--- src/rtl/bfc_pkg.sv ---
// Shared types and constants of the box frustum cull test.
// Used by bfc_cell, bfc_ctrl, box_frustum_cull_test, bfc_verdict_checker and tb; depends on nothing.
`timescale 1ns / 1ps

package bfc_pkg;

   // Plane counts and index widths
   localparam int NUM_CLIP_PLANES = 6;
   localparam int VIEW_PLANES     = 6;
   localparam int NUM_PLANES      = VIEW_PLANES + NUM_CLIP_PLANES;
   localparam int PLANE_W         = $clog2(NUM_PLANES);
   localparam int CLIP_W          = 3;
   localparam int SLOT_W          = 3;
   localparam int MAT_ROWS        = 4;
   localparam int NUM_CELLS       = 4;

   // Datapath widths
   localparam int COEF_W      = 32;
   localparam int OPA_W       = 33;
   localparam int PROD_W      = OPA_W + COEF_W;
   localparam int SUM_W       = 68;
   localparam int E_W         = 50;
   localparam int SLICE_SPLIT = 25;
   localparam int SLICE_W     = SLICE_SPLIT + 1;
   localparam int TOT_W       = 86;
   localparam int FRAC_W      = 16;

   localparam logic signed [COEF_W-1:0] ONE_Q = 32'sd65536;

   // Request function codes
   localparam logic [1:0] FUNC_LOAD_ROW   = 2'd0;
   localparam logic [1:0] FUNC_LOAD_PLANE = 2'd1;
   localparam logic [1:0] FUNC_TEST       = 2'd2;

   // Verdict codes
   localparam logic [1:0] VERDICT_INSIDE  = 2'd0;
   localparam logic [1:0] VERDICT_PARTIAL = 2'd1;
   localparam logic [1:0] VERDICT_REJECT  = 2'd2;

   // Store write controls from the sequencer
   typedef struct packed {
      logic mat_we;
      logic pln_we;
      logic box_we;
   } we_type;

   // Per-cell write port
   typedef struct packed {
      logic              mat_we;
      logic              pln_we;
      logic              box_we;
      logic [SLOT_W-1:0] slot;
      logic [COEF_W-1:0] coef;
      logic [COEF_W-1:0] lo;
      logic [COEF_W-1:0] hi;
   } wr_type;

   // Packet handed from cell to cell
   typedef struct packed {
      logic                               valid;
      logic                               corner;
      logic [1:0]                         row;
      logic [PLANE_W-1:0]                 plane;
      logic                               far;
      logic                               hi_slice;
      logic [NUM_CELLS-1:0]               pos;
      logic [NUM_CELLS-1:0][SLICE_W-1:0]  slice;
      logic [SUM_W-1:0]                   sum;
   } pkt_type;

endpackage

--- src/rtl/bfc_ctrl.sv ---
// Sequencer of the cull test: accepts transactions, feeds packets into the
// cell chain, collects plane equations and corner sums. Depends on bfc_pkg.
`timescale 1ns / 1ps

module bfc_ctrl (
   input  logic                        clock,
   input  logic                        reset,
   input  logic                        start,
   output logic                        busy,
   input  logic [1:0]                  req_func,
   input  logic [bfc_pkg::SLOT_W-1:0]  req_slot_index,
   input  logic                        csr_wr_en,
   input  logic [bfc_pkg::NUM_CLIP_PLANES-1:0] csr_wr_data,
   output bfc_pkg::we_type             we,
   output bfc_pkg::pkt_type            chain_in,
   input  bfc_pkg::pkt_type            chain_out,
   output logic                        rsp_valid,
   output logic [1:0]                  rsp_verdict
);

   typedef enum logic [2:0] {
      ST_IDLE = 3'b001,
      ST_XF   = 3'b010,
      ST_CT   = 3'b100
   } state_type;

   state_type                               state_ff;
   logic [bfc_pkg::PLANE_W-1:0]             plane_ff;
   logic [2:0]                              iss_ff;
   logic [bfc_pkg::E_W-1:0]                 e_ff [bfc_pkg::NUM_CELLS];
   logic [bfc_pkg::SUM_W-1:0]               slo_ff;
   logic                                    inside_ff;
   logic                                    rej_ff;
   logic [bfc_pkg::NUM_CLIP_PLANES-1:0]     mask_ff;
   logic                                    rsp_valid_ff;
   logic [1:0]                              rsp_verdict_ff;

   logic                                    accept;
   logic                                    issuing;
   logic signed [bfc_pkg::TOT_W-1:0]        total;
   logic                                    below;
   logic [bfc_pkg::PLANE_W:0]               nxt;

   // Next active plane after cur: view planes always, clip planes by mask
   function automatic logic [bfc_pkg::PLANE_W:0] next_plane(
      input logic [bfc_pkg::PLANE_W-1:0]         cur,
      input logic [bfc_pkg::NUM_CLIP_PLANES-1:0] mask
   );
      logic                        found;
      logic [bfc_pkg::PLANE_W-1:0] idx;
      found = 1'b0;
      idx   = '0;
      for (int p = bfc_pkg::NUM_CLIP_PLANES - 1; p >= 0; p--) begin
         if (mask[p] && (bfc_pkg::PLANE_W'(p + bfc_pkg::VIEW_PLANES) > cur)) begin
            found = 1'b1;
            idx   = bfc_pkg::PLANE_W'(p + bfc_pkg::VIEW_PLANES);
         end
      end
      for (int n = bfc_pkg::VIEW_PLANES - 1; n >= 0; n--) begin
         if (bfc_pkg::PLANE_W'(n) > cur) begin
            found = 1'b1;
            idx   = bfc_pkg::PLANE_W'(n);
         end
      end
      return {found, idx};
   endfunction

   assign busy    = (state_ff != ST_IDLE);
   assign accept  = start && (state_ff == ST_IDLE);
   assign issuing = (state_ff != ST_IDLE) && !iss_ff[2];

   // Decode store writes
   always_comb begin
      we.mat_we = accept && (req_func == bfc_pkg::FUNC_LOAD_ROW) &&
                  (req_slot_index < bfc_pkg::SLOT_W'(bfc_pkg::MAT_ROWS));
      we.pln_we = accept && (req_func == bfc_pkg::FUNC_LOAD_PLANE) &&
                  (req_slot_index < bfc_pkg::SLOT_W'(bfc_pkg::NUM_CLIP_PLANES));
      we.box_we = accept && (req_func == bfc_pkg::FUNC_TEST);
   end

   // Build the packet entering the chain
   always_comb begin
      chain_in          = '0;
      chain_in.valid    = issuing;
      chain_in.corner   = (state_ff == ST_CT);
      chain_in.row      = iss_ff[1:0];
      chain_in.plane    = plane_ff;
      chain_in.far      = ~iss_ff[1];
      chain_in.hi_slice = iss_ff[0];
      for (int i = 0; i < bfc_pkg::NUM_CELLS; i++) begin
         chain_in.pos[i] = ~e_ff[i][bfc_pkg::E_W-1] && (e_ff[i] != '0);
         if (iss_ff[0]) begin
            chain_in.slice[i] = {e_ff[i][bfc_pkg::E_W-1],
                                 e_ff[i][bfc_pkg::E_W-1:bfc_pkg::SLICE_SPLIT]};
         end else begin
            chain_in.slice[i] = {1'b0, e_ff[i][bfc_pkg::SLICE_SPLIT-1:0]};
         end
      end
      chain_in.sum = '0;
   end

   // Join the low and high slice sums; negative means the corner is outside
   assign total = $signed({{(bfc_pkg::TOT_W - bfc_pkg::SUM_W){slo_ff[bfc_pkg::SUM_W-1]}},
                           slo_ff}) +
                  ($signed({{(bfc_pkg::TOT_W - bfc_pkg::SUM_W)
                             {chain_out.sum[bfc_pkg::SUM_W-1]}}, chain_out.sum})
                   <<< bfc_pkg::SLICE_SPLIT);
   assign below = total[bfc_pkg::TOT_W-1];
   assign nxt   = next_plane(plane_ff, mask_ff);

   // Configuration register
   always_ff @(posedge clock) begin
      if (reset) begin
         mask_ff <= '0;
      end else if (csr_wr_en) begin
         mask_ff <= csr_wr_data;
      end
   end

   // Sequence the planes of one test
   always_ff @(posedge clock) begin
      if (reset) begin
         state_ff     <= ST_IDLE;
         iss_ff       <= '0;
         rsp_valid_ff <= 1'b0;
      end else begin
         rsp_valid_ff <= 1'b0;
         if (issuing) begin
            iss_ff <= iss_ff + 3'd1;
         end
         unique case (state_ff)
            ST_IDLE: begin
               if (accept && (req_func == bfc_pkg::FUNC_TEST)) begin
                  state_ff <= ST_XF;
                  iss_ff   <= '0;
               end
            end
            ST_XF: begin
               if (chain_out.valid && (chain_out.row == 2'd3)) begin
                  state_ff <= ST_CT;
                  iss_ff   <= '0;
               end
            end
            ST_CT: begin
               if (chain_out.valid && chain_out.hi_slice && !chain_out.far) begin
                  if (rej_ff || !nxt[bfc_pkg::PLANE_W]) begin
                     state_ff     <= ST_IDLE;
                     rsp_valid_ff <= 1'b1;
                  end else begin
                     state_ff <= ST_XF;
                     iss_ff   <= '0;
                  end
               end
            end
            default: begin
               state_ff <= ST_IDLE;
            end
         endcase
      end
   end

   // Collect plane equations, slice sums and test outcomes
   always_ff @(posedge clock) begin
      if (accept) begin
         plane_ff  <= '0;
         inside_ff <= 1'b1;
         rej_ff    <= 1'b0;
      end
      if ((state_ff == ST_XF) && chain_out.valid) begin
         e_ff[chain_out.row] <= chain_out.sum[bfc_pkg::E_W + bfc_pkg::FRAC_W - 1:
                                              bfc_pkg::FRAC_W];
      end
      if ((state_ff == ST_CT) && chain_out.valid) begin
         if (!chain_out.hi_slice) begin
            slo_ff <= chain_out.sum;
         end else if (chain_out.far) begin
            rej_ff <= below;
         end else begin
            if (below) begin
               inside_ff <= 1'b0;
            end
            if (rej_ff) begin
               rsp_verdict_ff <= bfc_pkg::VERDICT_REJECT;
            end else if (!nxt[bfc_pkg::PLANE_W]) begin
               rsp_verdict_ff <= (inside_ff && !below) ? bfc_pkg::VERDICT_INSIDE :
                                                         bfc_pkg::VERDICT_PARTIAL;
            end else begin
               plane_ff <= nxt[bfc_pkg::PLANE_W-1:0];
            end
         end
      end
   end

   assign rsp_valid   = rsp_valid_ff;
   assign rsp_verdict = rsp_verdict_ff;

endmodule

--- config.mk ---
export PLATFORM = sky130hd
export DESIGN_NAME = bfc_ctrl
export DESIGN_NICKNAME = d
export VERILOG_FILES = /design/src/rtl/bfc_pkg.sv /design/src/rtl/bfc_ctrl.sv
export SDC_FILE = /design/constraint.sdc
export NUM_CORES = 1
export LEC_CHECK = 0
export BUFFER_PORTS_ARGS = -buffer_cell sky130_fd_sc_hd__buf_4
export CORE_MARGIN = 4
export CORE_UTILIZATION = 40
export CTS_BUF_LIST = sky130_fd_sc_hd__clkbuf_2 sky130_fd_sc_hd__clkbuf_4 sky130_fd_sc_hd__clkbuf_8
export DETAILED_ROUTE_END_ITERATION = 10
export PLACE_DENSITY = 0.72
export SYNTH_ARGS = -nofsm -noshare
export SYNTH_HDL_FRONTEND = slang
export SYNTH_SLANG_ARGS = --single-unit
--- constraint.sdc ---
create_clock -name clock -period 6.35 [get_ports clock]
set_input_delay 0.3175 -clock clock [delete_from_list [all_inputs] [get_ports clock]]
set_output_delay 0.3175 -clock clock [all_outputs]
set_load 0.005 [all_outputs]
Yosys cells after proc, flatten, opt, wreduce, memory -nomap -nowiden
Memory sizes are Yosys's and may differ from the RTL's.
Index checks and enable logic that the tools add are counted.
{"block": "classes", "eq_ne": 11, "n_addsub": 2, "n_bitwise": 9, "n_lt_le_gt_ge": 14, "muxes": 59, "n_reduce_logical": 37}
{"op": "$reduce_bool 50->1", "n": 4}
{"op": "$mux 26", "n": 4}
{"op": "$add 68x86->86", "n": 1}
{"op": "$mux 4", "n": 18}
{"op": "$mux 1", "n": 25}
{"op": "$mux 3", "n": 8}
{"op": "$logic_and 1x1->1", "n": 23}
{"op": "$pmux 3 s3", "n": 2}
{"op": "$gt 3x4->1 const A", "n": 4}
{"op": "$gt 4x4->1 const A", "n": 4}
{"op": "$not 1->1", "n": 9}
{"op": "$gt 1x4->1 const A", "n": 2}
{"op": "$gt 2x4->1 const A", "n": 2}
{"op": "$lt 3x3->1 const B", "n": 2}
{"op": "$ne 2x2->1 const B", "n": 3}
{"op": "$eq 2x2->1 const B", "n": 2}
{"op": "$logic_not 1->1", "n": 4}
{"op": "$mux 2", "n": 2}
{"op": "$reduce_and 4->1", "n": 1}
{"op": "$add 3x1->3 const B", "n": 1}
{"op": "$eq 3x1->1 const B", "n": 1}
{"op": "$eq 3x2->1 const B", "n": 1}
{"op": "$eq 3x3->1 const B", "n": 1}
{"op": "$ne 3x1->1 const B", "n": 1}
{"op": "7 further kinds", "n": 7}
{"block": "word_totals", "mem_count": 1, "regBits": 89, "inputBits": 201, "output_inout_bits": 193, "elab_cells": 142, "ramBits": 200}
{"memory": "e_ff", "depth": 4, "width": 50, "rd": 4, "rd_clocked_by_memory_dff": 0, "write_ports": 1, "line": "bfc_ctrl.sv:30", "rtl": "logic [bfc_pkg::E_W-1:0] e_ff [bfc_pkg::NUM_CELLS];"}

Longest topological paths before layout
Gate-level depths: netlist of the first run.
{"block": "logic_depth", "ltp_word": 19, "depth_mapped": 9, "depth_no_buf": 9}

Worst setup path before layout of the first run
OpenSTA, ideal clock, no wires.
{"block": "synth_timing", "path_type": "register -> register", "startpoint": "reg state_ff[0]", "endpoint": "mem e_ff[1][0] (netlist bit) (enable)", "path_slack_ns": 1.507, "n_path_buf": 0, "synth_period_minus_slack_ns": 4.843, "path_stages_with_launch": 4, "t_required_ns": 5.820, "arrival_ns": 4.313, "setup_time_ns": 0.530, "cell_sequence": "dfxtp_1 > nor2_1 > nand3_1 > nor3b_1"}
{"block": "synth_between", "elab_chain_cells": 4}
{"item": "start: declaration", "line": "bfc_ctrl.sv:27", "rtl": "state_type state_ff;"}
{"item": "start signal: assignment", "line": "bfc_ctrl.sv:123", "rtl": "state_ff <= ST_IDLE;"}
{"item": "start signal: assignment", "line": "bfc_ctrl.sv:134", "rtl": "state_ff <= ST_XF;"}
{"item": "start signal: assignment", "line": "bfc_ctrl.sv:140", "rtl": "state_ff <= ST_CT;"}
{"item": "$eq 3x2->1", "line": "bfc_ctrl.sv:169", "rtl": "if ((state_ff == ST_XF) && chain_out.valid) begin"}
{"item": "$logic_and 1x1->1", "line": "bfc_ctrl.sv:169"}
{"item": "$mux 1", "line": "bfc_ctrl.sv:169"}
{"item": "$mux 1 (implied by the code)", "line": "bfc_ctrl.sv:170", "rtl": "e_ff[chain_out.row] <= chain_out.sum[bfc_pkg::E_W + bfc_pkg::FRAC_W - 1:"}
{"item": "end: declaration", "line": "bfc_ctrl.sv:30"}
Every way passes these cells.

Worst setup path in the final report of the first run
{"block": "layout_timing", "startpoint": "in chain_out[17] (netlist bit)", "endpoint": "reg rsp_verdict_ff[0], in the netlist rsp_verdict[0], data pin"}
{"block": "layout_between", "elab_chain_cells": 5}
{"item": "start: declaration", "line": "bfc_ctrl.sv:16", "rtl": "input bfc_pkg::pkt_type chain_out,"}
{"item": "$add 68x86->86", "line": "bfc_ctrl.sv:104", "rtl": "slo_ff}) +"}
{"item": "$logic_not 1->1", "line": "bfc_ctrl.sv:185", "rtl": "rsp_verdict_ff <= (inside_ff && !below) ? bfc_pkg::VERDICT_INSIDE :"}
{"item": "$logic_and 1x1->1", "line": "bfc_ctrl.sv:185"}
{"item": "$mux 1", "line": "bfc_ctrl.sv:185"}
{"item": "$mux 2", "line": "bfc_ctrl.sv:184", "rtl": "end else if (!nxt[bfc_pkg::PLANE_W]) begin"}
{"item": "end signal: assignment", "line": "bfc_ctrl.sv:183", "rtl": "rsp_verdict_ff <= bfc_pkg::VERDICT_REJECT;"}
{"item": "end signal: assignment", "line": "bfc_ctrl.sv:185"}
{"item": "end: declaration", "line": "bfc_ctrl.sv:36", "rtl": "logic [1:0] rsp_verdict_ff;"}
Every way passes these cells. The select of a mux whose other input is x is not followed.
A chain may end at the register's enable or synchronous reset.

==> results of run 1 <==
-- repair_timing --
action,CTS,global route
endpoints found under the hold margin,93,2
setup buffers,0,0
hold buffers,28,1
setup endpoints to repair,0,0
resized for setup,0,0
-- per-stage QoR --
step | utilization | power (mW)
6_report | 0.504 | 4.13
5_1_grt | 0.504 | 4.32
2_1_floorplan | - | 2.40
3_3_place_gp | 0.465 | 2.69
3_5_place_dp | 0.465 | 2.70
4_1_cts | 0.504 | 4.18
-- final cells by class --
class,instances,share of cell area
Clock inverter,24,0.00963
Multi-Input combinational cell,524,0.260
Sequential cell,264,0.518
Tap cell,390,0.0327
Clock buffer,55,0.0478
Inverter,11,0.00276
Timing Repair Buffer,246,0.129
-- state kept, by name (all words and copies together), names as in the netlist --
name / count
rsp_verdict: 2
mask_ff: 6
iss_ff: 3
plane_ff: 4
rej_ff: 1
slo_ff: 43
inside_ff: 1
rsp_valid: 1
e_ff: 200
state_ff: 3
-- metal layers --
| layer | track usage | vias to the layer above |
|---|---|---|
| met5 | 0 | - |
| met4 | 0.0462 | 2 |
| met3 | 0.0433 | 47 |
| met2 | 0.313 | 342 |
| met1 | 0.248 | 3782 |
| li1 | - | 3625 |
-- power groups by stage --
stage	combinational, mW	clock [mW]	sequential [mW]
after global routing	0.742	1.58	2.00
after global placement	0.664	0	2.03
after detailed placement	0.671	0	2.03
after floorplan	0.405	0	1.99
final	0.680	1.46	1.99
after CTS	0.689	1.49	1.99
-- cells by family (layout without fill, tap and decap cells) --
| family | count (synthesis) | after routing | share of synthesized area |
|---|---|---|---|
| other | 1 | 68 | 0.000312 |
| and+or+nand+nor | 196 | 196 | 0.0881 |
| adders and majority gates | 60 | 60 | 0.0625 |
| buffers and inverters | 103 | 336 | 0.0557 |
| DFF | 264 | 264 | 0.644 |
| muxes | 109 | 109 | 0.102 |
| AOI/OAI and AO/OA | 87 | 87 | 0.0446 |
| xor gates and xnor gates | 4 | 4 | 0.00292 |
-- path summary, 6_finish.rpt --
path	end	slack, ns	cells past startpoint	startpoint
setup / recovery	rsp_verdict[0]	2.61	10	chain_out[17]
hold / removal	e_ff[3][17]	0.02	1	chain_out[33]
setup reg to reg	rsp_verdict[0]	2.75	8	slo_ff[43]
hold reg to reg	iss_ff[2]	0.49	2	iss_ff[2]
-- cell usage in the layout (no fill, tap or decap), drive strengths merged, types with 4 or more instances in the layout --
master	count
nor2	35
nand4	22
a21oi	39
mux2	102
conb	68
or4	5
mux2i	7
nor4	50
and2	4
o21ai	18
dfxtp	19
edfxtp	245
nor3	11
clkinv	19
dlygate4sd3	29
ha	60
nand2	33
clkbuf	55
nand3	20
inv	12
buf	217
==> flow_summary.yaml, run 1 <==
job:
  cap_violations: 0
yosys:
  ys_ff_latch: 264
  synthFlopType: "edfxtp_1"
  yosys.area.top_type_share: 0.612
  synth_common_cells: "edfxtp_1, mux2_2, buf_4"
  yosys.cell_types.count: 59
  synthMostInstantiatedCell: "edfxtp_1"
  async_flop_share: 0
  synth_area_um2: 12000
  synth-seq-area-share: 0.644
  yosysTopAreaCell: "edfxtp_1"
  synth_area_per_cell_um2: 14.6
  netlist_instances: 824
  synth_edf_count: 245
  ys_warn_count: 0
  ys_top_cells_by_area: "edfxtp_1, mux2_2, ha_1"
setup_path:
  cp.buffers_inverters: 2
  endpoint_kind: "flip-flop"
  worstPathRequired_ns: 6.65
  arrival_ns: 4.04
  critical-path-max-stage-delay_ns: 0.95
  crit_family: "simple AND/OR/NAND/NOR gates"
  crit_path_cell_trace: "dlygate4sd3_1 > buf_4 > ha_1 > nand4_1 > nor4_1 > o21ai_1 > nand4_1 > nand3_2 > mux2_4 > a2111oi_2"
  worst-path-max-fanout: 5
  worst_path_max_delay_cell: "nor4_1"
  worstSetupPathType: "in2reg"
  path_common_cell: "nand4_1"
  start_kind: "input port"
floorplanning:
  fp.dieW_um: 181
  die-area_um2: 32900
  row_count: 63
  die_h_um: 181
  ios: 394
  initial_utilization: 0.405
  core_area_um2: 29600
global_routing:
  overflow: 0
  grt_first_pass_wirelength_um: 47100
  antenna_found_initial: 1
  grt_use_total: 0.187
  grt_start_max_net_pins: 63
  grt_pass1_vias: 7768
power:
  internal_power_mw: 3.09
  powerDensity_nw_per_um2: 277
  power_switching_mw: 1.04
  p_comb_frac: 0.165
  clkPwrFrac: 0.353
  seqPwrFrac: 0.483
  p_leak_nw: 5.55
  swShare: 0.252
  peakVddDrop_mv: 0.179
placement:
  hpwl_um: 22800
  portBuffers: 211
  gp_congestion: 0.850
  placed_cells: 1406
  place_ws_ns: 2.63
  placed_cell_area_um2: 13800
cells_and_area:
  regArea_um2: 7740
  finalInstanceArea_um2: 14900
  fillers: 2544
  syn2layout_area_growth_pct: 24.3
  final_nets: 1352
  multi_input_area_um2: 3890
  antennaDiodeCount: 0
  drive_gt1_frac: 0.356
  final_cell_count_no_fill: 1514
sta:
  skew_ns: 0.0135
  hold_ws_ns: 0.0213
  min_period_ns: 3.74
  worst_pin_slew_ns: 1.04
  relSlewSlack: 0.301
  setup_slack_ns: 2.61
  maxSlewViolCount: 0
  setup_violations: 0
  final.period_utilization: 0.589
  max_freq_mhz: 267
  fin_setup_tns_ns: 0
  hold_viol: 0
  rsz0062_at_grt: "false"
detailed_routing:
  wl_met2_um: 15600
  drc_errors: 0
  dr_wl_met3_um: 2460
  antenna_left: 0
  viasPerCell: 5.15
  wl_per_cell_um: 21.0
  wl_met1_um: 13100
  dr.first_iter.drc_count: 506
  routed_wl_um: 31900
  via_count: 7798
  drt_pass1_iterations: 5
  maxUsedRoutingLayer: "met5"
clock_network:
  cts_sinks: 264
  numCtsBuffers: 44
  clk_latency_ns: 0.54
  root_buffer: "clkbuf_8"
  cts.reportedPaths.clkPinSlew_ns: 0.06
  cts_tree: "built"
  cts-htree-levels: 2
  max-clock-path-buffers: 3
status:
  status: "completed"
min_path:
  min_path_type: "in2reg"
Note: power is estimated with default switching activity, not from simulation.
==> run 2: changes to the inputs <==
--- a/config.mk
+++ b/config.mk
@@ -10,7 +10,7 @@
 export CORE_UTILIZATION = 40
 export CTS_BUF_LIST = sky130_fd_sc_hd__clkbuf_2 sky130_fd_sc_hd__clkbuf_4 sky130_fd_sc_hd__clkbuf_8
 export DETAILED_ROUTE_END_ITERATION = 10
-export PLACE_DENSITY = 0.72
+export PLACE_DENSITY = 0.74
 export SYNTH_ARGS = -nofsm -noshare
 export SYNTH_HDL_FRONTEND = slang
 export SYNTH_SLANG_ARGS = --single-unit
==> constraint.sdc (replaced) <==
create_clock -name clock -period 3 [get_ports clock]
set_input_delay 0.15 -clock clock [delete_from_list [all_inputs] [get_ports clock]]
set_output_delay 0.15 -clock clock [all_outputs]
set_load 0.005 [all_outputs]
==> flow_summary.yaml, run 2 (synthesized netlist as in run 1, its figures left out) <==
cells_and_area:
  reg.largest.list: "e_ff x200, slo_ff x43, mask_ff x6"
  multi_input_area_um2: 3930
  final_cell_count_no_fill: 1577
  fillers: 2489
  finalInstanceArea_um2: 15500
  final_cell_mix: "edfxtp_1, buf_4, mux2_2, dlygate4sd3_1, conb_1"
  final_nets: 1411
  top_register: "e_ff"
  syn2layout_area_growth_pct: 29.4
  layout_commonest_cell: "edfxtp_1"
  antennaDiodeCount: 0
  regArea_um2: 7740
  largest_reg_flops: 200
  drive_gt1_frac: 0.356
clock_network:
  cts_sinks: 264
  cts_tree: "built"
  numCtsBuffers: 45
  cts.reportedPaths.clkPinSlew_ns: 0.06
  root_buffer: "clkbuf_8"
  clk_latency_ns: 0.55
  max-clock-path-buffers: 3
  cts-htree-levels: 2
sta:
  setup_slack_ns: 0.232
  hold_viol: 0
  final.period_utilization: 0.923
  relSlewSlack: 0.406
  worst_pin_slew_ns: 0.883
  min_period_ns: 2.77
  max_freq_mhz: 361
  skew_ns: 0.0134
  hold_ws_ns: 0.0414
  maxSlewViolCount: 0
  rsz0062_at_grt: "false"
  setup_violations: 0
global_routing:
  antenna_found_initial: 0
  grt_start_max_net_pins: 51
  grt_first_pass_wirelength_um: 48100
  overflow: 0
  grt_pass1_vias: 8160
  grt_use_total: 0.189
power:
  power_switching_mw: 2.25
  power_mw: 8.84
  p_leak_nw: 5.84
  seqPwrFrac: 0.475
  p_comb_frac: 0.178
  peakVddDrop_mv: 0.377
  internal_power_mw: 6.58
  clkPwrFrac: 0.347
  swShare: 0.255
  powerDensity_nw_per_um2: 568
setup_path:
  start_kind: "flip-flop"
  worstSetupPathType: "reg2reg"
  worstPathRequired_ns: 3.34
  endpoint_kind: "flip-flop"
  arrival_ns: 3.11
  worst-path-max-fanout: 2
detailed_routing:
  via_count: 8069
  wl_per_cell_um: 20.6
  drt_pass1_iterations: 5
  dr_wl_met3_um: 2340
  wl_met2_um: 16100
  antenna_left: 0
  drc_errors: 0
  dr.first_iter.drc_count: 615
  viasPerCell: 5.12
  routed_wl_um: 32400
  maxUsedRoutingLayer: "met4"
  wl_met1_um: 13500
floorplanning:
  row_count: 63
  ios: 394
  die_h_um: 181
  initial_utilization: 0.405
  fp.dieW_um: 181
  core_area_um2: 29600
  die-area_um2: 32900
status:
  status: "completed"
placement:
  placed_cell_area_um2: 13900
  hpwl_um: 22900
  place_ws_ns: -0.163
  portBuffers: 211
  placed_cells: 1419
  gp_congestion: 0.818
min_path:
  min_path_type: "in2reg"
job:
  cap_violations: 0
## run 2: changes by cell type in the layout (fill, tap and decap cells not counted), sizes merged
cell | before | now
bufinv | 1 | 0
clkbuf | 55 | 60
clkinvlp | 3 | 4
dlygate4sd3 | 29 | 70
buf | 217 | 234
## run 2: final timing paths
path               startpoint             end  slack, ns  cells after the start
hold / removal    req_func[1]     state_ff[2]       0.04                      4
hold reg to reg     iss_ff[2]       iss_ff[2]       0.50                      2
setup / recovery   slo_ff[41]  rsp_verdict[0]       0.23                     11
setup reg to reg   slo_ff[41]  rsp_verdict[0]       0.23                     11
## run 2: layout make-up
class	count	share of cell area
timing repair buffer	304	0.159
tap	390	0.0314
multi-input combinational	524	0.253
inverter	11	0.00266
clock inverter	24	0.00797
clock buffer	60	0.0479
sequential	264	0.498
## run 2: stage by stage
stage / setup TNS (ns) / util
5_1_grt: 0 / 0.524
6_report: 0 / 0.524
3_3_place_gp: -0.157 / 0.470
2_1_floorplan: 0 / -
3_5_place_dp: -0.163 / 0.470
4_1_cts: 0 / 0.523
## run 2: power by group through the flow
stage | Sequential, mW | Clock (mW) | Combinational [mW]
finish | 4.20 | 3.06 | 1.57
global route | 4.21 | 3.34 | 1.70
CTS | 4.20 | 3.13 | 1.58
detailed placement | 4.27 | 0 | 1.48
global placement | 4.27 | 0 | 1.46
floorplan | 4.21 | 0 | 0.860
## run 2: per-layer routing
metal | GRT usage | vias up
met3 | 0.0427 | 43
met2 | 0.328 | 318
met4 | 0.0375 | 0
met5 | 0 | -
li1 | - | 3757
met1 | 0.247 | 3951
## run 2: repair_timing
item                                   CTS  global route
setup endpoints to repair                1             1
setup buffers                            1             3
gates resized for setup                  2             1
pin swaps                                1             0
hold buffers                            70             0
endpoints found under the hold margin  256             0
## run 2: worst max-delay path, cell delays in order (launching register included)
cell and delay [ns]:
edfxtp_1 0.37, ha_1 0.32, nand4_1 0.11, buf_4 0.18, nor4_4 0.32, buf_4 0.18, o21ai_1 0.06, buf_4 0.14
nand4_1 0.09, nand3_2 0.11, mux2_4 0.34, a2111oi_4 0.35
==> run 3: changes to the inputs <==
--- a/config.mk
+++ b/config.mk
@@ -5,6 +5,7 @@
 export SDC_FILE = /design/constraint.sdc
 export NUM_CORES = 1
 export LEC_CHECK = 0
+export ABC_AREA = 1
 export BUFFER_PORTS_ARGS = -buffer_cell sky130_fd_sc_hd__buf_4
 export CORE_MARGIN = 4
 export CORE_UTILIZATION = 40
==> flow_summary.yaml, run 3 <==
cells_and_area:
  antennaDiodeCount: 0
  top_register: "e_ff"
  fillers: 2517
  syn2layout_area_growth_pct: 28.6
  layout_commonest_cell: "edfxtp_1"
  final_nets: 1625
  final_cell_mix: "edfxtp_1, buf_4, nand2_1, inv_1, o21ai_0"
  largest_reg_flops: 200
  reg.largest.list: "e_ff x200, slo_ff x43, mask_ff x6"
  drive_gt1_frac: 0.246
  final_cell_count_no_fill: 1786
  post-route-util: 0.525
power:
  peakVddDrop_mv: 0.336
  p_leak_nw: 6.42
  powerDensity_nw_per_um2: 577
global_routing:
  grt_pass1_vias: 8697
  antenna_found_initial: 0
  overflow: 0
  grt_use_total: 0.194
  grt_first_pass_wirelength_um: 49400
  grt_start_max_net_pins: 87
yosys:
  ys_warn_count: 0
  async_flop_share: 0
  ys_top_cells_by_area: "edfxtp_1, ha_1, nand2_1"
  synth_area_per_cell_um2: 11.6
  synth_common_cells: "edfxtp_1, nand2_1, inv_1"
  synth_area_um2: 12200
  yosys.cell_types.count: 39
  synthFlopType: "edfxtp_1"
  yosysTopAreaCell: "edfxtp_1"
  yosys.area.top_type_share: 0.605
  netlist_instances: 1048
  synth-seq-area-share: 0.637
  synth_edf_count: 245
  ys_ff_latch: 264
  synthMostInstantiatedCell: "edfxtp_1"
detailed_routing:
  viasPerCell: 4.93
  dr.first_iter.drc_count: 688
  drt_pass1_iterations: 5
  via_count: 8800
  routed_wl_um: 33400
  drc_errors: 0
  antenna_left: 0
  wl_per_cell_um: 18.7
floorplanning:
  initial_utilization: 0.408
  core_area_um2: 29800
  ios: 394
  row_count: 63
  die_h_um: 182
  die-area_um2: 33200
  fp.dieW_um: 182
clock_network:
  cts_sinks: 264
  clk_latency_ns: 0.56
  root_buffer: "clkbuf_8"
  max-clock-path-buffers: 3
  numCtsBuffers: 43
  cts.reportedPaths.clkPinSlew_ns: 0.06
  cts_tree: "built"
  cts-htree-levels: 2
placement:
  placed_cells: 1637
  portBuffers: 211
  gp_congestion: 0.837
  hpwl_um: 24800
  place_ws_ns: 0.305
job:
  cap_violations: 0
setup_path:
  worstSetupPathType: "reg2reg"
  worst-path-max-fanout: 19
  worstPathRequired_ns: 3.32
  start_kind: "flip-flop"
  arrival_ns: 3.02
  endpoint_kind: "flip-flop"
min_path:
  min_path_type: "in2reg"
sta:
  maxSlewViolCount: 0
  setup_slack_ns: 0.295
  rsz0062_at_grt: "false"
  min_period_ns: 2.70
  hold_viol: 0
  skew_ns: 0.0217
  worst_pin_slew_ns: 1.14
  setup_violations: 0
  relSlewSlack: 0.234
  max_freq_mhz: 370
  final.period_utilization: 0.902
status:
  status: "completed"
-- run 3: power breakdown --
part | internal [mW] | leakage [nW] | switching [mW] | total [mW]
Sequential | 4.07 | 2.36 | 0.0539 | 4.12
Combinational | 0.809 | 3.61 | 0.877 | 1.69
Clock | 1.78 | 0.454 | 1.43 | 3.21
Total | 6.65 | 6.42 | 2.36 | 9.02
-- run 3: cells by family (layout without fill, tap and decap cells) --
kind of cell	Yosys count	after routing	share of synthesized area
compound gates	131	131	0.0583
xor+xnor	2	2	0.00144
fa+ha+maj	60	60	0.0618
buf+inv	223	504	0.0912
flops	264	264	0.637
mux	25	25	0.0232
other cells	1	68	0.000309
simple gates	342	342	0.127
-- run 3: worst paths after layout --
kind                        from        endpoint  slack, ns  depth (start not counted)
hold reg to reg        iss_ff[2]       iss_ff[2]       0.49                          2
hold / removal    chain_out[176]          rej_ff       0.02                          4
setup / recovery      slo_ff[67]  rsp_verdict[0]       0.30                         11
setup reg to reg      slo_ff[67]  rsp_verdict[0]       0.30                         11
-- run 3: metal layers --
metal  up-vias  global-route usage  wire length [µm]
li1       4175                   -                 -
met1      4119               0.247             13400
met2       433               0.325             15900
met3        73              0.0472              2940
met4         0              0.0663              1140
met5         -                   0                 0
-- run 3: per-stage QoR --
step                hold WS [ns]  total power [mW]  cell area [µm²]  setup TNS [ns]
finish                    0.0250              9.02            15600               0
global placement           0.339              5.80            14000               0
CTS                      0.00196              9.11            15600               0
floorplan                  0.222              4.97            12400          -11.14
detailed placement         0.339              5.83            14000               0
global route              0.0218              9.44            15600               0
-- run 3: critical path, cell delays in order (launching register included) --
cell	delay [ns]
edfxtp_1	0.89
ha_1	0.40
a21oi_1	0.13
o21ai_0	0.12
nor2_1	0.18
nand2_1	0.09
a21oi_1	0.31
nand2_1	0.12
nand2_1	0.07
nand3_1	0.06
nand2_1	0.06
inv_1	0.03
-- run 3: area by class of cell --
| cell class | instances | area (µm²) | area share |
|---|---|---|---|
| multi-input cells | 628 | 3600 | 0.231 |
| repair buffers | 296 | 2430 | 0.155 |
| flip-flops and latches | 264 | 7740 | 0.495 |
| inverters | 131 | 492 | 0.0315 |
| clock buffers | 56 | 689 | 0.0441 |
| well taps | 390 | 488 | 0.0312 |
| clock inverters | 21 | 189 | 0.0121 |
-- run 3: timing repair --
action                     CTS  global route
gates resized for setup      0             0
buffers inserted             0             0
hold buffers                72             0
hold endpoints to repair   254             0
setup endpoints to repair    0             0
